**src/rtl/mbdt_pkg.sv**
```systemverilog
`default_nettype none
// ----------------------------------------------------------------------------
// Multi-button debounce package
// Shared constants, phase codes and the per-lane result type.
// ----------------------------------------------------------------------------
package mbdt_pkg;

   // Number of debouncer lanes and the width of the scan fields.
   localparam int BUTTONS    = 16;
   localparam int FIELD_BITS = 16;
   localparam int TIME_BITS  = 32;
   localparam int DT_BITS    = 16;

   // Reset value of the debounce time in milliseconds.
   localparam logic [DT_BITS-1:0] DEBOUNCE_RESET = DT_BITS'(50);

   // Debouncer phase codes.
   localparam logic [1:0] PH_IDLE      = 2'd0;
   localparam logic [1:0] PH_PRESSING  = 2'd1;
   localparam logic [1:0] PH_PRESSED   = 2'd2;
   localparam logic [1:0] PH_RELEASING = 2'd3;

   // What one lane reports for the scan it just processed.
   typedef struct packed {
      logic press;
      logic release_evt;
      logic level;
      logic led;
   } lane_out_type;

endpackage
`default_nettype wire

```
**src/rtl/multi_button_debounce_toggle_unit.sv**
```systemverilog
`default_nettype none
// Output: a scan's result is registered and valid in the cycle after its transfer.
// Throughput: one scan per cycle while results are taken; a result left waiting holds
// off new scans, and the output register is reloaded while its old result is being taken.
// Reset: synchronous, active high; all buttons idle, stamps zero, LEDs off,
// debounce time 50 ms, no result pending.
// ----------------------------------------------------------------------------
// Multi-button debounce and toggle unit
// Per-button debouncers run as parallel lanes; a merge stage registers the
// press, release, level and LED vectors for each scan.
// ----------------------------------------------------------------------------
module multi_button_debounce_toggle_unit (
   input  wire logic                                 clock,
   input  wire logic                                 reset,
   input  wire logic                                 req_valid,
   output logic                                      req_ready,
   input  wire logic [mbdt_pkg::FIELD_BITS-1:0]      req_raw_buttons,
   input  wire logic [mbdt_pkg::TIME_BITS-1:0]       req_now_ms,
   output logic                                      rsp_valid,
   input  wire logic                                 rsp_ready,
   output logic [mbdt_pkg::FIELD_BITS-1:0]           rsp_press_events,
   output logic [mbdt_pkg::FIELD_BITS-1:0]           rsp_release_events,
   output logic [mbdt_pkg::FIELD_BITS-1:0]           rsp_debounced_levels,
   output logic [mbdt_pkg::FIELD_BITS-1:0]           rsp_led_states,
   input  wire logic                                 csr_write_enable,
   input  wire logic [mbdt_pkg::DT_BITS-1:0]         csr_write_data
);

   logic [mbdt_pkg::DT_BITS-1:0]                     debounce_time_ff;
   logic                                             accept;
   mbdt_pkg::lane_out_type [mbdt_pkg::BUTTONS-1:0]   lanes;

   // Debounce time register.
   always_ff @(posedge clock) begin
      if (reset) begin
         debounce_time_ff <= mbdt_pkg::DEBOUNCE_RESET;
      end else if (csr_write_enable) begin
         debounce_time_ff <= csr_write_data;
      end
   end

   // A scan is taken whenever the output register is free or being emptied.
   assign req_ready = !rsp_valid || rsp_ready;
   assign accept    = req_valid && req_ready;

   // One debouncer per button; lanes beyond the field width read as released.
   for (genvar i = 0; i < mbdt_pkg::BUTTONS; i++) begin : g_lane
      logic pressed_raw;
      if (i < mbdt_pkg::FIELD_BITS) begin : g_raw
         assign pressed_raw = !req_raw_buttons[i];
      end else begin : g_none
         assign pressed_raw = 1'b0;
      end

      mbdt_lane u_lane (
         .clock         (clock),
         .reset         (reset),
         .advance       (accept),
         .pressed_raw   (pressed_raw),
         .now_ms        (req_now_ms),
         .debounce_time (debounce_time_ff),
         .result        (lanes[i])
      );
   end

   // Merge the lane reports into the registered result.
   mbdt_merge u_merge (
      .clock                (clock),
      .reset                (reset),
      .load                 (accept),
      .lanes                (lanes),
      .rsp_ready            (rsp_ready),
      .rsp_valid            (rsp_valid),
      .rsp_press_events     (rsp_press_events),
      .rsp_release_events   (rsp_release_events),
      .rsp_debounced_levels (rsp_debounced_levels),
      .rsp_led_states       (rsp_led_states)
   );

endmodule
`default_nettype wire

```
**src/rtl/mbdt_lane.sv**
```systemverilog
`default_nettype none
// ----------------------------------------------------------------------------
// Debounce lane
// One button's four-phase debouncer with its change stamp and toggle bit.
// ----------------------------------------------------------------------------
module mbdt_lane (
   input  wire logic                                clock,
   input  wire logic                                reset,
   input  wire logic                                advance,
   input  wire logic                                pressed_raw,
   input  wire logic [mbdt_pkg::TIME_BITS-1:0]      now_ms,
   input  wire logic [mbdt_pkg::DT_BITS-1:0]        debounce_time,
   output mbdt_pkg::lane_out_type                   result
);

   logic [1:0]                           phase_ff, phase_in;
   logic [mbdt_pkg::TIME_BITS-1:0]       stamp_ff, stamp_in;
   logic                                 toggle_ff, toggle_in;
   logic [mbdt_pkg::TIME_BITS-1:0]       elapsed;
   logic                                 held;
   logic                                 press, release_evt;

   // Elapsed time wraps modulo 2^32.
   assign elapsed = now_ms - stamp_ff;
   assign held    = elapsed >= {{(mbdt_pkg::TIME_BITS-mbdt_pkg::DT_BITS){1'b0}}, debounce_time};

   // Next phase for this scan.
   always_comb begin
      phase_in    = phase_ff;
      stamp_in    = stamp_ff;
      press       = 1'b0;
      release_evt = 1'b0;
      case (phase_ff)
         mbdt_pkg::PH_IDLE: begin
            if (pressed_raw) begin
               phase_in = mbdt_pkg::PH_PRESSING;
               stamp_in = now_ms;
            end
         end
         mbdt_pkg::PH_PRESSING: begin
            if (!pressed_raw) begin
               phase_in = mbdt_pkg::PH_IDLE;
            end else if (held) begin
               phase_in = mbdt_pkg::PH_PRESSED;
               press    = 1'b1;
            end
         end
         mbdt_pkg::PH_PRESSED: begin
            if (!pressed_raw) begin
               phase_in = mbdt_pkg::PH_RELEASING;
               stamp_in = now_ms;
            end
         end
         default: begin
            if (pressed_raw) begin
               phase_in = mbdt_pkg::PH_PRESSED;
            end else if (held) begin
               phase_in    = mbdt_pkg::PH_IDLE;
               release_evt = 1'b1;
            end
         end
      endcase
      toggle_in = toggle_ff ^ press;
   end

   // State advances only when a scan is transferred.
   always_ff @(posedge clock) begin
      if (reset) begin
         phase_ff  <= mbdt_pkg::PH_IDLE;
         stamp_ff  <= '0;
         toggle_ff <= 1'b0;
      end else if (advance) begin
         phase_ff  <= phase_in;
         stamp_ff  <= stamp_in;
         toggle_ff <= toggle_in;
      end
   end

   // Report the values after this scan.
   assign result.press       = press;
   assign result.release_evt = release_evt;
   assign result.level       = (phase_in == mbdt_pkg::PH_PRESSED) ||
                               (phase_in == mbdt_pkg::PH_RELEASING);
   assign result.led         = toggle_in;

endmodule
`default_nettype wire

```
**src/rtl/mbdt_merge.sv**
```systemverilog
`default_nettype none
// ----------------------------------------------------------------------------
// Lane merge and output register
// Gathers the lane reports into result vectors and holds them for transfer.
// ----------------------------------------------------------------------------
module mbdt_merge (
   input  wire logic                                              clock,
   input  wire logic                                              reset,
   input  wire logic                                              load,
   input  mbdt_pkg::lane_out_type [mbdt_pkg::BUTTONS-1:0]         lanes,
   input  wire logic                                              rsp_ready,
   output logic                                                   rsp_valid,
   output logic [mbdt_pkg::FIELD_BITS-1:0]                        rsp_press_events,
   output logic [mbdt_pkg::FIELD_BITS-1:0]                        rsp_release_events,
   output logic [mbdt_pkg::FIELD_BITS-1:0]                        rsp_debounced_levels,
   output logic [mbdt_pkg::FIELD_BITS-1:0]                        rsp_led_states
);

   logic [mbdt_pkg::FIELD_BITS-1:0] press_in, release_in, level_in, led_in;
   logic [mbdt_pkg::FIELD_BITS-1:0] press_ff, release_ff, level_ff, led_ff;
   logic                            valid_ff, valid_in;

   // Only lanes inside the field width appear in the outputs.
   for (genvar i = 0; i < mbdt_pkg::FIELD_BITS; i++) begin : g_bit
      if (i < mbdt_pkg::BUTTONS) begin : g_lane
         assign press_in[i]   = lanes[i].press;
         assign release_in[i] = lanes[i].release_evt;
         assign level_in[i]   = lanes[i].level;
         assign led_in[i]     = lanes[i].led;
      end else begin : g_none
         assign press_in[i]   = 1'b0;
         assign release_in[i] = 1'b0;
         assign level_in[i]   = 1'b0;
         assign led_in[i]     = 1'b0;
      end
   end

   // The result stays valid until its transfer; a new load replaces it.
   assign valid_in = load ? 1'b1 : (valid_ff && !rsp_ready);

   always_ff @(posedge clock) begin
      if (reset) begin
         valid_ff <= 1'b0;
      end else begin
         valid_ff <= valid_in;
      end
   end

   always_ff @(posedge clock) begin
      if (load) begin
         press_ff   <= press_in;
         release_ff <= release_in;
         level_ff   <= level_in;
         led_ff     <= led_in;
      end
   end

   assign rsp_valid            = valid_ff;
   assign rsp_press_events     = press_ff;
   assign rsp_release_events   = release_ff;
   assign rsp_debounced_levels = level_ff;
   assign rsp_led_states       = led_ff;

endmodule
`default_nettype wire
```
**config.mk**
```make
export PLATFORM = sky130hd
export DESIGN_NAME = multi_button_debounce_toggle_unit
export DESIGN_NICKNAME = d
export VERILOG_FILES = /design/src/rtl/mbdt_pkg.sv /design/src/rtl/multi_button_debounce_toggle_unit.sv /design/src/rtl/mbdt_lane.sv /design/src/rtl/mbdt_merge.sv
export SDC_FILE = /design/constraint.sdc
export NUM_CORES = 2
export LEC_CHECK = 0
export BUFFER_PORTS_ARGS = -buffer_cell sky130_fd_sc_hd__buf_4
export CORE_ASPECT_RATIO = 1.25
export CORE_MARGIN = 10
export CORE_UTILIZATION = 34
export CTS_CLUSTER_DIAMETER = 120
export DETAILED_ROUTE_END_ITERATION = 6
export PLACE_DENSITY = 0.61
export SYNTH_ARGS = -nofsm -noshare
export SYNTH_HDL_FRONTEND = slang
export SYNTH_SLANG_ARGS = --single-unit
```
**constraint.sdc**
```tcl
create_clock -name clock -period 9.4 [get_ports clock]
set_input_delay 1.88 -clock clock [delete_from_list [all_inputs] [get_ports clock]]
set_output_delay 1.88 -clock clock [all_outputs]
set_load 0.01 [all_outputs]
```
* Word-level counts from Yosys, hierarchy flattened
Index checks and enable logic that the tools add are counted.
Widths: inputs -> output; s select.
** Storage, ports and cells
- Register bits after elaboration :: 641
- Input bits :: 69
** Operators by class
- Reduce and logical (&&, ||, !) cells :: 85
- Add/subtract/negate cells :: 16
- Eq/ne operators :: 96
- Magnitude comparators :: 16
- Mux-type cells :: 209
- Bitwise logic cells :: 32
** Operators with widths (number)
- $mux 32 :: 32
- $pmux 32 s2 :: 16
- $ge 32x16->1 :: 16
- $sub 32x32->32 :: 16
- $mux 2 :: 96
- $eq 2x2->1 const B :: 48
- $pmux 2 s3 :: 16
- $ne 2x2->1 const B :: 32
- $reduce_and 4->1 :: 16
- $reduce_or 4->1 :: 16
- $mux 1 :: 49
- $eq 2x1->1 const B :: 16
- $logic_not 2->1 :: 16
- $reduce_bool 2->1 :: 16
- $logic_or 1x1->1 :: 17
- $not 1->1 :: 16
- $xor 1x1->1 :: 16
- $logic_and 1x1->1 :: 2
- $logic_not 1->1 :: 2

* Depth between registers and ports, before layout
- Depth in word-level cells :: 7
- Depth in mapped cells :: 27
- Mapped depth without buffers :: 24

* Cells and area by module
From an unflattened synthesis, not the netlist that was laid out.
** Second synthesis, totals
- Cell total of the unflattened synthesis :: 8841
- Area total of the unflattened synthesis :: 64246.6 um^2
** By module, submodules not included
- mbdt_lane (g_lane[10].u_lane ...) :: cells each 541, instances 11, area each 3857.4 um^2, sequential area each 700.7 um^2
- mbdt_lane (g_lane[0].u_lane ...) :: cells each 547, instances 3, area each 3803.6 um^2, sequential area each 700.7 um^2
- mbdt_lane (g_lane[8].u_lane) :: cells each 566, instances 1, area each 3937.5 um^2, sequential area each 700.7 um^2
- mbdt_lane (g_lane[9].u_lane) :: cells each 545, instances 1, area each 3847.4 um^2, sequential area each 700.7 um^2
- mbdt_merge :: cells each 68, instances 1, area each 1960.6 um^2, sequential area each 1941.9 um^2
- multi_button_debounce_toggle_unit :: cells each 70, instances 1, area each 658.1 um^2, sequential area each 320.3 um^2

* Least setup slack after synthesis
OpenSTA, ideal clock, no wires.
- Path type :: in2reg
- Start :: input req_now_ms[1] (netlist name)
- End :: register u_merge.led_ff, in the netlist u_merge.rsp_led_states[8] (data pin)
- Slack :: 2310 ps
- Library setup time :: 262 ps
- Required time :: 9138 ps
- Arrival time :: 6828 ps
- Cell stages on the path :: 22
- Cell sequence :: clkbuf_1 > clkbuf_1 > inv_1 > fa_1 > nor2b_1 > o21a_1 > o21a_1 > o2111a_1 > or2_2 > a21o_1 > a21oi_1 > xnor2_1 > ha_1 > and4_1 > a221o_1 > a2111oi_0 > nor3b_1 > mux2i_1 > nor4_1 > nand4_1 > o21ai_0 > xnor2_1
** RTL lines
- start, declared :: RTL line multi_button_debounce_toggle_unit.sv:18 : input wire logic [mbdt_pkg::TIME_BITS-1:0] req_now_ms,
- end signal, assigned :: RTL line mbdt_merge.sv:54 : led_ff <= led_in;
- end, declared :: RTL line mbdt_merge.sv:20 : logic [mbdt_pkg::FIELD_BITS-1:0] press_ff, release_ff, level_ff, led_ff;

* Final worst setup path
- Start :: input req_now_ms[1] (netlist name)
- End :: register g_lane[7].u_lane.phase_ff[0]
** On the way
- Cells in the longest elaborated chain, start to end :: 5
** Ends and longest elaborated chain
- $sub 32x32->32 * :: RTL line mbdt_lane.sv:24 : assign elapsed = now_ms - stamp_ff;
- $ge 32x16->1 * :: RTL line mbdt_lane.sv:25 : assign held = elapsed >= {{(mbdt_pkg::TIME_BITS-mbdt_pkg::DT_BITS){1'b0}}, debounce_time};
- $mux 2, on equally long branches :: RTL line mbdt_lane.sv:57, mbdt_lane.sv:43
- $mux 2, on equally long branches :: RTL line mbdt_lane.sv:55, mbdt_lane.sv:41
- $pmux 2 s3 * :: RTL line mbdt_lane.sv:33 : case (phase_ff)
- end signal, assigned :: RTL line mbdt_lane.sv:69 : phase_ff <= mbdt_pkg::PH_IDLE;
- end signal, assigned :: RTL line mbdt_lane.sv:73 : phase_ff <= phase_in;
- end, declared :: RTL line mbdt_lane.sv:16 : logic [1:0] phase_ff, phase_in;
Every way passes the cells marked *; elsewhere a longest branch is shown, timed or not.
A chain may end at the register's enable or synchronous reset.

==> results.py <==
metrics = {
    "worst_setup_path": {
        "cp_data_required_time_ns": 10.02,
        "worstPathMaxFanout": 33,
        "reg2reg_depth": 23,
        "crit_chain": "buf_4 -> clkinv_1 -> buf_4 -> fa_1 -> nor2b_1 -> o21ai_0 -> a21o_1 -> a21oi_1 -> a21boi_0 -> o21ai_0 -> xor2_1 -> ha_1 -> nor2b_1 -> o21ai_0 -> o21ai_0 -> nor4_1 -> o2111ai_1 -> a2111o_1 -> a2111oi_0 -> and4_1 -> or3b_1 -> a21oi_1",
        "crit_type": "in2reg",
        "critPathMaxStageDelay_ns": 0.53,
        "start_kind": "input port",
        "timing.rr.end": "u_merge.rsp_led_states[0]",
        "crit-reg2reg-launch": "g_lane[0].u_lane.stamp_ff[1]",
        "r2r_setup_slack_ns": 3.61,
        "end_kind": "register",
        "path_common_cell": "o21ai_0",
        "crit_arrival_ns": 7.78,
        "cp_slowest_cell": "and4_1",
    },
    "synthesis": {
        "synth.distinct_cells": 103,
        "synth_edf_count": 64,
        "syn_area_um2": 62300,
        "seq_area_frac_synth": 0.216,
        "synth.ff_latch_count": 641,
        "dominantRegCellSynth": "dfxtp_1",
        "yosysWarningCount": 0,
        "ys_async_sr_fraction": 0,
        "synth.avg_cell_area_um2": 7.20,
        "synthCells": 8649,
        "syn-num-nets": 9550,
    },
    "run_status": {
        "status": "finished with violations",
        "violations": "DRC",
    },
    "clocking": {
        "cts_tree": "built",
        "cts_htree_levels": 3,
        "holdBufCountCts": 0,
        "cts_buffer_depth": 3,
        "cts_buffers": 77,
        "cts_resized": 0,
        "clkTransAtPathRegs_ns": 0.06,
        "cts.sinks": 641,
        "cts_setup_buffers": 0,
        "cts_root_buf": "clkbuf_16",
        "clk_latency_ns": 0.71,
    },
    "final_layout": {
        "final_nets": 9431,
        "drive_gt1_frac": 0.0539,
        "fin_cells": 10987,
        "syn2layout_area_growth_pct": 9.13,
        "num-fill-cells": 19024,
    },
    "placed_design": {
        "gp_congestion": 0.933,
        "place_hpwl_um": 153000,
        "portBuffers": 134,
        "dp_cells": 10840,
    },
    "timing": {
        "fin_setup_tns_ns": 0,
        "period_needed_ns": 7.16,
        "post-route-period-util": 0.762,
        "skew_ns": 0.0225,
        "worst_pin_slew_ns": 1.22,
        "finalHoldViolCount": 0,
        "max_freq_ghz": 0.140,
        "setup_violations": 0,
        "grt_setup_unrepaired": "no",
        "slew_headroom": 0.188,
        "drv_slew": 0,
    },
    "drt": {
        "top_layer": "met5",
        "detail_route.wl_per_cell_um": 19.5,
        "dr.pass1.iters": 7,
        "met1_length_um": 93000,
        "dr_wl_met3_um": 11100,
        "post-route-drc-count": 1,
        "met2_length_um": 99800,
        "postRouteAntennaNets": 0,
        "wirelength_um": 215000,
        "via_per_inst": 5.60,
        "drt-initial-drc-count": 4318,
        "vias": 61559,
    },
    "global_route": {
        "grt_remaining_overflow": 0,
        "grt_pass1_vias": 58538,
        "antenna_found_initial": 5,
        "grt_first_pass_wirelength_um": 331000,
        "grt_max_degree": 190,
        "grt_util_all_layers": 0.204,
    },
    "floorplanning": {
        "core_um2": 182000,
        "io_pins": 135,
        "initial_core_util": 0.342,
        "rows": 175,
        "die_w_um": 403,
        "dieArea_um2": 201000,
        "die_h_um": 498,
    },
    "power": {
        "pwr_density_cell_nw_per_um2": 145,
        "irDropWorstVdd_uv": 125,
        "p_leak_nw": 26.1,
    },
    "hold_path": {
        "hp-class": "reg2reg",
        "hp-start": "g_lane[4].u_lane.stamp_ff[28]",
        "min_path_cells": 2,
        "hold_end": "g_lane[4].u_lane.stamp_ff[28]",
    },
    "job": {
        "maxCapViolations": 0,
    },
}
-- placed cells by master, fill, tap and decap left out, types with 46 or more instances in the layout --
cell type  synthesis  final
nand2_1         1555   1554
a21oi_1         1205   1205
ha_1             816    816
inv_1            680    678
dfxtp_1          577    577
nor2_1           431    431
o21ai_0          404    404
a21o_1           266    266
buf_4              0    231
xnor2_1          219    219
nand3_1          151    151
nand4_1          139    139
xor2_1           125    125
nor3_1           113    113
nand2b_1         106    106
o21a_1            95     95
a211oi_1          84     84
clkbuf_16          0     80
o211ai_1          72     72
nor2b_1           71     71
edfxtp_1          64     64
o21bai_1          62     62
a31oi_1           59     59
nor4_1            58     58
mux2i_1           57     57
and2_1            56     56
and3_1            52     52
or3_1             46     46
-- synthesized netlist by cell type, types with 17 or more instances --
cell       instances  area share
o211ai_1          72      0.0087
or4_1             24      0.0029
inv_1            680       0.041
a2111oi_0         36      0.0051
a21oi_1         1205       0.097
a311oi_1          22      0.0031
a221oi_1          22      0.0031
a31oi_1           59      0.0059
buf_1             67      0.0040
o31a_1            29      0.0041
nor3_1           113      0.0091
mux2i_1           57      0.0092
nand2_1         1555       0.094
nand2b_1         106       0.011
edfxtp_1          64       0.031
a211oi_1          84       0.010
ha_1             816        0.16
buf_2             22      0.0018
and4_1            28      0.0039
o311ai_0          17      0.0024
o211a_1           19      0.0031
nand3_1          151       0.012
or2_2             24      0.0024
a221o_1           24      0.0039
o22ai_1           21      0.0021
o21a_1            95       0.011
nor2_1           431       0.026
a21boi_0          22      0.0027
a21o_1           266       0.032
nor4_1            58      0.0058
xnor2_1          219       0.031
o21bai_1          62      0.0075
or3_1             46      0.0046
nor2b_1           71      0.0071
nor4b_1           21      0.0030
dfxtp_1          577        0.19
and2_1            56      0.0056
a211o_1           30      0.0042
and3_1            52      0.0052
nand4_1          139       0.014
o2111ai_1         36      0.0051
xor2_1           125       0.018
o21ai_0          404       0.032
o31ai_1           38      0.0046
clkbuf_1         341       0.021
-- report_power, final --
group          internal, W  switching, W
Clock              0.00175       0.00134
Combinational      0.00145       0.00234
Sequential         0.00293     0.0000838
-- cell type report --
cell class                 instances  area [um^2]  area share
timing repair buffer             235         1810      0.0266
clock buffer                     100         2180      0.0320
multi-input combinational       6895        44600       0.656
antenna                            5         12.5    0.000184
sequential                       641        13500       0.198
tap                             2389         2990      0.0440
clock inverter                    42          350     0.00516
inverter                         680         2560      0.0376
-- routing by layer --
layer,up-vias,global-route usage
met5,-,0
met4,6,0.0971
met3,397,0.0242
met2,1624,0.347
met1,29085,0.254
li1,30447,-
-- critical path: cells and delay by family --
family / cells / cell delay, ns
AO/OA/AOI/OAI: 11 / 2.54
adder cells (fa/ha/maj): 2 / 0.73
buffers and inverters: 3 / 0.94
XOR/XNOR: 1 / 0.18
AND/OR/NAND/NOR: 5 / 1.44
-- how the worst max path moves through the flow --
stage / startpoint / to / slack, ns / cells after the start
2_1_floorplan: req_now_ms[1] / u_merge.rsp_led_states[8] / 2.31 / 22
3_3_place_gp: req_now_ms[1] / u_merge.rsp_led_states[0] / 1.59 / 23
3_5_place_dp: req_now_ms[1] / u_merge.rsp_led_states[0] / 1.62 / 23
4_1_cts: req_now_ms[1] / u_merge.rsp_led_states[0] / 2.33 / 23
5_1_grt: req_now_ms[1] / g_lane[7].u_lane.phase_ff[0] / 1.86 / 22
6_report: req_now_ms[1] / g_lane[7].u_lane.phase_ff[0] / 2.24 / 22
-- state kept, by name, summed over array words and instances, names as in the netlist --
signal / cells
u_merge.rsp_led_states: 16
g_lane.u_lane.stamp_ff: 512
u_merge.rsp_press_events: 16
debounce_time_ff: 16
g_lane.u_lane.phase_ff: 32
u_merge.rsp_release_events: 16
g_lane.u_lane.toggle_ff: 16
u_merge.rsp_debounced_levels: 16
u_merge.rsp_valid: 1
-- logic make-up (layout without fill, tap and decap cells) --
group,after synthesis,after routing,share of synthesized area
AOI/OAI and AO/OA,2699,2699,0.269
xor gates and xnor gates,346,346,0.0489
adders and majority gates,832,832,0.169
buffers and inverters,1113,1057,0.0677
DFF,641,641,0.216
muxes,73,73,0.0121
other,0,5,0
and+or+nand+nor,2945,2945,0.217
-- per-stage QoR --
step | hold slack (ns) | setup WS [ns] | cell area [um^2] | utilization | total power, W
global route | 0.466 | 1.86 | 67900 | 0.373 | 0.0105
floorplan | 0.436 | 2.31 | 62300 | - | 0.00579
global placement | 0.441 | 1.59 | 65400 | 0.360 | 0.00675
finish | 0.451 | 2.24 | 68000 | 0.373 | 0.00989
CTS | 0.454 | 2.33 | 67900 | 0.373 | 0.00994
detailed placement | 0.446 | 1.62 | 65400 | 0.360 | 0.00681
(Power assumes the default switching activity.)
